## src/design/phsl_pkg.sv

```systemverilog
// Package with the constants and types shared by the header snap length block.
`default_nettype none
package phsl_pkg;

  localparam int unsigned WORD_BYTES   = 4;
  localparam int unsigned ETH_HDR_LEN  = 14;
  localparam int unsigned IPV4_MIN_LEN = 20;
  localparam int unsigned IPV6_HDR_LEN = 40;
  localparam int unsigned TCP_MIN_LEN  = 20;
  localparam int unsigned SMALL_L4_LEN = 8;
  localparam int unsigned TCP_OFF_POS  = 12;
  localparam int unsigned ET_HI_POS    = 12;
  localparam int unsigned ET_LO_POS    = 13;
  localparam int unsigned IP_VER_POS   = 14;
  localparam int unsigned V4_PROTO_POS = 23;
  localparam int unsigned V6_NEXT_POS  = 20;

  localparam logic [15:0] ET_IPV4   = 16'h0800;
  localparam logic [15:0] ET_IPV6   = 16'h86DD;
  localparam logic [7:0]  PR_ICMP   = 8'd1;
  localparam logic [7:0]  PR_TCP    = 8'd6;
  localparam logic [7:0]  PR_UDP    = 8'd17;
  localparam logic [7:0]  PR_ICMPV6 = 8'd58;

  typedef struct packed {
    logic [15:0] new_length;
    logic        truncated;
  } snap_result_t;

endpackage
`default_nettype wire

```

## src/design/phsl_parse.sv

```systemverilog
// Per-frame capture state and the snap length decision for one byte.
`default_nettype none
module phsl_parse (
  input  wire logic                  clk,
  input  wire logic                  rst,
  input  wire logic                  step,
  input  wire logic [7:0]            packet_byte,
  input  wire logic                  last_byte,
  output phsl_pkg::snap_result_t     result
);
  import phsl_pkg::*;

  logic [15:0] byte_count;
  logic [15:0] ether_type;
  logic [6:0]  ip_header_bytes;
  logic [7:0]  l4_protocol;
  logic [6:0]  tcp_header_bytes;

  logic [15:0] byte_count_next;
  logic [15:0] ether_type_next;
  logic [6:0]  ip_header_bytes_next;
  logic [7:0]  l4_protocol_next;
  logic [6:0]  tcp_header_bytes_next;

  logic        is_v4;
  logic        is_v6;
  logic [15:0] tcp_pos;
  logic [15:0] snap;
  logic [15:0] tcp_min;
  logic [6:0]  l4_len;
  logic        l4_known;

  // Capture: the offset of this byte is the count before it.
  always_comb begin
    ether_type_next = ether_type;
    if (byte_count == 16'(ET_HI_POS)) begin
      ether_type_next = {packet_byte, ether_type[7:0]};
    end else if (byte_count == 16'(ET_LO_POS)) begin
      ether_type_next = {ether_type[15:8], packet_byte};
    end
    is_v4 = (ether_type_next == ET_IPV4);
    is_v6 = (ether_type_next == ET_IPV6);

    ip_header_bytes_next = ip_header_bytes;
    l4_protocol_next     = l4_protocol;
    if (is_v4) begin
      if (byte_count == 16'(IP_VER_POS)) begin
        ip_header_bytes_next = 7'(32'(packet_byte[3:0]) * WORD_BYTES);
      end
      if (byte_count == 16'(V4_PROTO_POS)) begin
        l4_protocol_next = packet_byte;
      end
    end else if (is_v6) begin
      if (byte_count == 16'(IP_VER_POS)) begin
        ip_header_bytes_next = 7'(IPV6_HDR_LEN);
      end
      if (byte_count == 16'(V6_NEXT_POS)) begin
        l4_protocol_next = packet_byte;
      end
    end

    tcp_pos = 16'(ETH_HDR_LEN + TCP_OFF_POS) + 16'(ip_header_bytes_next);
    tcp_header_bytes_next = tcp_header_bytes;
    if ((is_v4 || is_v6) && byte_count > 16'(V4_PROTO_POS) &&
        l4_protocol_next == PR_TCP && byte_count == tcp_pos) begin
      tcp_header_bytes_next = 7'(32'(packet_byte[7:4]) * WORD_BYTES);
    end

    byte_count_next = (&byte_count) ? byte_count : byte_count + 16'd1;
  end

  // Decision on the frame total including this byte.
  always_comb begin
    l4_known = 1'b1;
    l4_len   = 7'(SMALL_L4_LEN);
    case (l4_protocol_next)
      PR_ICMP, PR_ICMPV6, PR_UDP: l4_len = 7'(SMALL_L4_LEN);
      PR_TCP:                     l4_len = tcp_header_bytes_next;
      default:                    l4_known = 1'b0;
    endcase

    snap    = 16'(ETH_HDR_LEN) + 16'(ip_header_bytes_next) + 16'(l4_len);
    tcp_min = 16'(ETH_HDR_LEN + TCP_MIN_LEN) + 16'(ip_header_bytes_next);

    result.new_length = byte_count_next;
    result.truncated  = 1'b0;
    if (byte_count_next >= 16'(ETH_HDR_LEN) && l4_known &&
        ((is_v4 && byte_count_next >= 16'(ETH_HDR_LEN + IPV4_MIN_LEN)) ||
         (is_v6 && byte_count_next >= 16'(ETH_HDR_LEN + IPV6_HDR_LEN))) &&
        (l4_protocol_next != PR_TCP || byte_count_next >= tcp_min) &&
        byte_count_next >= snap) begin
      result.new_length = snap;
      result.truncated  = 1'b1;
    end
  end

  // The whole capture state starts over after the final byte of a frame.
  always_ff @(posedge clk) begin
    if (rst || (step && last_byte)) begin
      byte_count       <= '0;
      ether_type       <= '0;
      ip_header_bytes  <= '0;
      l4_protocol      <= '0;
      tcp_header_bytes <= '0;
    end else if (step) begin
      byte_count       <= byte_count_next;
      ether_type       <= ether_type_next;
      ip_header_bytes  <= ip_header_bytes_next;
      l4_protocol      <= l4_protocol_next;
      tcp_header_bytes <= tcp_header_bytes_next;
    end
  end

endmodule
`default_nettype wire

```

## src/design/packet_header_snap_length.sv

```systemverilog
// Top level of the header snap length block: input register, parser, result register.
`default_nettype none
// Takes an Ethernet frame one byte per item and, on the final byte, gives one
// result: the length to keep (Ethernet, IP and transport headers) with
// truncated set, or the unchanged frame length with truncated clear. A byte is
// accepted in every cycle unless a final byte waits in the input register on a
// stalled output; its result is then registered in the result register. The
// single set of capture registers in the parser, updated once per byte, sets
// that rate. A waiting result does not hold up bytes that produce no result.
module packet_header_snap_length (
  input  wire logic        clk,
  input  wire logic        rst,
  input  wire logic        in_valid,
  output logic             in_stall,
  input  wire logic [7:0]  packet_byte,
  input  wire logic        last_byte,
  output logic             out_valid,
  input  wire logic        out_stall,
  output logic [15:0]      new_length,
  output logic             truncated
);
  import phsl_pkg::*;

  logic         s1_valid;
  logic [7:0]   s1_byte;
  logic         s1_last;
  logic         out_ready;
  logic         s1_go;
  logic         in_take;
  snap_result_t result;

  assign out_ready = !out_valid || !out_stall;
  assign s1_go     = s1_valid && (!s1_last || out_ready);
  assign in_stall  = s1_valid && !s1_go;
  assign in_take   = in_valid && !in_stall;

  always_ff @(posedge clk) begin
    if (rst) begin
      s1_valid <= 1'b0;
    end else if (in_take) begin
      s1_valid <= 1'b1;
    end else if (s1_go) begin
      s1_valid <= 1'b0;
    end
  end

  always_ff @(posedge clk) begin
    if (in_take) begin
      s1_byte <= packet_byte;
      s1_last <= last_byte;
    end
  end

  phsl_parse u_parse (
    .clk         (clk),
    .rst         (rst),
    .step        (s1_go),
    .packet_byte (s1_byte),
    .last_byte   (s1_last),
    .result      (result)
  );

  always_ff @(posedge clk) begin
    if (rst) begin
      out_valid <= 1'b0;
    end else if (out_ready) begin
      out_valid <= s1_go && s1_last;
    end
  end

  always_ff @(posedge clk) begin
    if (out_ready && s1_go && s1_last) begin
      new_length <= result.new_length;
      truncated  <= result.truncated;
    end
  end

endmodule
`default_nettype wire

```

## config.mk

```make
export PLATFORM = sky130hd
export DESIGN_NAME = packet_header_snap_length
export DESIGN_NICKNAME = d
export VERILOG_FILES = /design/src/design/phsl_pkg.sv /design/src/design/phsl_parse.sv /design/src/design/packet_header_snap_length.sv
export SDC_FILE = /design/constraint.sdc
export NUM_CORES = 1
export LEC_CHECK = 0
export CORE_ASPECT_RATIO = 1.1
export CORE_MARGIN = 10
export CORE_UTILIZATION = 55
export DETAILED_ROUTE_END_ITERATION = 10
export DONT_BUFFER_PORTS = 1
export HOLD_SLACK_MARGIN = 0.06
export PLACE_DENSITY = 0.7
export SYNTH_ARGS = -nofsm -noshare
export SYNTH_HDL_FRONTEND = slang
export SYNTH_SLANG_ARGS = --single-unit
```

## constraint.sdc

```tcl
create_clock -name clk -period 8.9 [get_ports clk]
set_input_delay 0.89 -clock clk [delete_from_list [all_inputs] [get_ports clk]]
set_output_delay 0.89 -clock clk [all_outputs]
set_load 0.005 [all_outputs]
```

==> impl_metrics.csv <==
group,metric,value,unit
grt,first_global_vias,4277,
critical_path,worst_ep_arrival_time,8.34,ns
clock_tree,post-cts-setup-buffers,0,
cells_and_area,final_nets,631,
grt,antenna_found_initial,0,
logic_synthesis,synth_edf_count,26,
cells_and_area,fill_cells,866,
timing,final_hold_viol_count,0,
routing,totalWireLength,13100,µm
cells_and_area,drive_above_1_share,6.59,%
critical_path,critPathKind,"reg -> reg",
clock_tree,ctsHoldBuffers,0,
routing,routedWlPerCell,18.5,µm
grt,grt_usage,18.7,%
pwr,p_per_area,127,nW/µm²
die,ios,32,
logic_synthesis,synth_nets,655,
grt,grt_max_degree,46,
logic_synthesis,yosysTopAreaCell,"dfxtp_1",
placement,port_buffers,0,
timing,max_freq,0.122,GHz
clock_tree,clk_pin_slew_worst_paths,0.08,ns
die,die-height,124,µm
cells_and_area,n_antenna_cell,0,
timing,fin_skew,0.00866,ns
timing,period_share,92.4,%
min_path,holdCritPathClass,"reg -> reg",
clock_tree,cts_root_buffer,"clkbuf_8",
critical_path,crit_path_start_kind,"flip-flop",
timing,slew_headroom,42.7,%
clock_tree,cts_buffer_depth,2,
critical_path,r2r_slack,0.67,ns
timing,rsz0062_at_grt,"false",
cells_and_area,final_util,58.7,%
clock_tree,cts_tree,"yes",
logic_synthesis,yosysWarnings,0,
timing,worst_hold_slack,0.428,ns
logic_synthesis,synth.most_common_cell,"nor2_1",
routing,viasPerCell,6.22,
critical_path,cpMostUsedCell,"ha_1",
logic_synthesis,ys.flop_type,"dfxtp_1",
logic_synthesis,ys_async_sr_fraction,0,%
logic_synthesis,synth_top_area_share,20.9,%
outcome,status,"finished, final reports clean",
timing,fin_crit,8.23,ns
logic_synthesis,synth_common_cells,"67 x nor2_1, 66 x nand2_1, 56 x dfxtp_1, 41 x a21oi_1, 30 x ha_1",
die,initial_core_util,56.7,%
logic_synthesis,synthTopCellsByArea,"dfxtp_1 21%, edfxtp_1 15%, ha_1 7.0%",
clock_tree,clock-sinks,82,
placement,place_hpwl,9850,µm
logic_synthesis,synthCells,611,
placement,gp_congestion,0.932,
timing,slew_viol_final,0,
pwr,p_leak,2.06,nW
logic_synthesis,ys_types,75,
die,dieWidth,114,µm
timing,tightest_slew,0.859,ns
die,dieArea,14100,µm²
routing,dr.pass1.iters,5,
timing,tns,0,ns
clock_tree,post_cts_resized,0,
die,row_count,37,
die,core,9440,µm²
critical_path,endpoint_kind,"flip-flop",
clock_tree,numCtsBuffers,9,
job,maxCapViolCount,0,
routing,drc,0,
logic_synthesis,synth.cell_area,5360,µm²
timing,setup_viol,0,
logic_synthesis,syn_avg_cell_area,8.77,µm²
pwr,ir_drop,0.000104,V
logic_synthesis,synth_seq_area_share,35.5,%
clock_tree,htree_levels,3,
routing,num_vias,4408,
logic_synthesis,ys_ff_latch,82,
critical_path,path_max_fanout,16,
cells_and_area,area_growth,3.48,%
routing,drt_iter0_drc,314,
clock_tree,clk_latency,0.36,ns
grt,globalRouteOverflowTotal,0,
critical_path,cp_slowest_cell,"nor3_4",
critical_path,slowest_delay,0.68,ns
routing,drt.antenna.violating_nets,0,
critical_path,critPathRequiredTime,9.01,ns
grt,grt_pass1_wl,21500,µm
[per-layer routing]
metal  wire [µm]  up-vias  global-route usage, %
met4         290        0                   8.31
met1        5830     2103                   23.2
met2        6410      143                   31.4
met5           0        -                      0
met3         562       23                   3.00
li1            -     2139                      -
[worst paths after layout]
path	cells after the start	start	end
hold / removal	2	u_parse.tcp_header_bytes[0]	u_parse.tcp_header_bytes[0]
hold reg to reg	2	u_parse.tcp_header_bytes[0]	u_parse.tcp_header_bytes[0]
setup reg to reg	28	u_parse.byte_count[1]	new_length[1]
setup / recovery	28	u_parse.byte_count[1]	new_length[1]
[flip-flops by register name, indices dropped and copies added, names as in the netlist]
signal                    flops
truncated                     1
u_parse.ip_header_bytes       7
new_length                   16
u_parse.byte_count           16
s1_byte                       8
u_parse.tcp_header_bytes      7
s1_valid                      1
s1_last                       1
u_parse.l4_protocol           8
u_parse.ether_type           16
out_valid                     1
[final cells by class]
cell class	instances	area, µm²	share of cell area [%]
Inverter	27	101	1.83
Multi-Input combinational cell	466	3200	57.7
Sequential cell	82	1900	34.3
Timing Repair Buffer	1	7.51	0.135
Tap cell	117	146	2.64
Clock buffer	11	153	2.75
Clock inverter	5	36.3	0.654
[power by group]
group / internal [mW] / total (mW) / switching [mW] / leakage (nW)
sequential: 0.390 / 0.399 / 0.00885 / 0.719
clock: 0.120 / 0.262 / 0.142 / 0.0988
combinational: 0.0152 / 0.0440 / 0.0289 / 1.24
[worst max-delay path, delay by kind of cell, from the launching register on]
family          cells  cell delay, ns
compound gates     12            2.71
simple gates        5            1.83
xor+xnor            2            0.56
buf+inv             2            0.34
mux                 3            0.84
flops               1            0.48
fa+ha+maj           4            1.20
[cell families (layout without fill, tap and decap cells)]
| group | count (synthesis) | after routing | synth area share (%) |
|---|---|---|---|
| simple gates | 251 | 251 | 25.4 |
| mux | 31 | 31 | 6.07 |
| buf+inv | 63 | 44 | 4.81 |
| flops | 82 | 82 | 35.5 |
| fa+ha+maj | 31 | 31 | 7.38 |
| compound gates | 114 | 114 | 14.5 |
| xor+xnor | 39 | 39 | 6.38 |
[cell usage in the layout, fill, tap and decap left out, types with 4 or more instances in the layout]
cell type / Yosys / final
nor2_1: 67 / 67
nand2_1: 66 / 66
dfxtp_1: 56 / 56
a21oi_1: 41 / 41
ha_1: 30 / 30
inv_1: 26 / 26
edfxtp_1: 26 / 26
mux2i_1: 25 / 25
xnor2_1: 22 / 22
nand3_1: 17 / 17
xor2_1: 17 / 17
nand4_1: 13 / 13
nor3_1: 11 / 11
and2_1: 11 / 11
a21o_1: 11 / 11
clkbuf_8: 0 / 9
and3_1: 8 / 8
o21ai_1: 8 / 8
o21ai_0: 7 / 7
nand4b_1: 7 / 7
a211oi_1: 7 / 7
nor4_1: 6 / 6
nor4b_1: 6 / 6
or3_1: 5 / 5
o21bai_1: 5 / 5
o31ai_1: 5 / 5
nor3b_1: 5 / 5
nand2b_1: 4 / 4
a311oi_1: 4 / 4
[per-stage QoR]
| stage | std cells | area, µm² | setup slack [ns] | power [mW] |
|---|---|---|---|---|
| CTS | 709 | 5540 | 0.822 | 0.710 |
| global route | 709 | 5540 | 0.0933 | 0.727 |
| global placement | 693 | 5360 | 1.22 | 0.450 |
| detailed placement | 693 | 5360 | 0.846 | 0.452 |
| finish | 709 | 5540 | 0.673 | 0.705 |
| floorplan | 611 | 5360 | 1.89 | 0.438 |
Power figures use the tool's default switching activity.
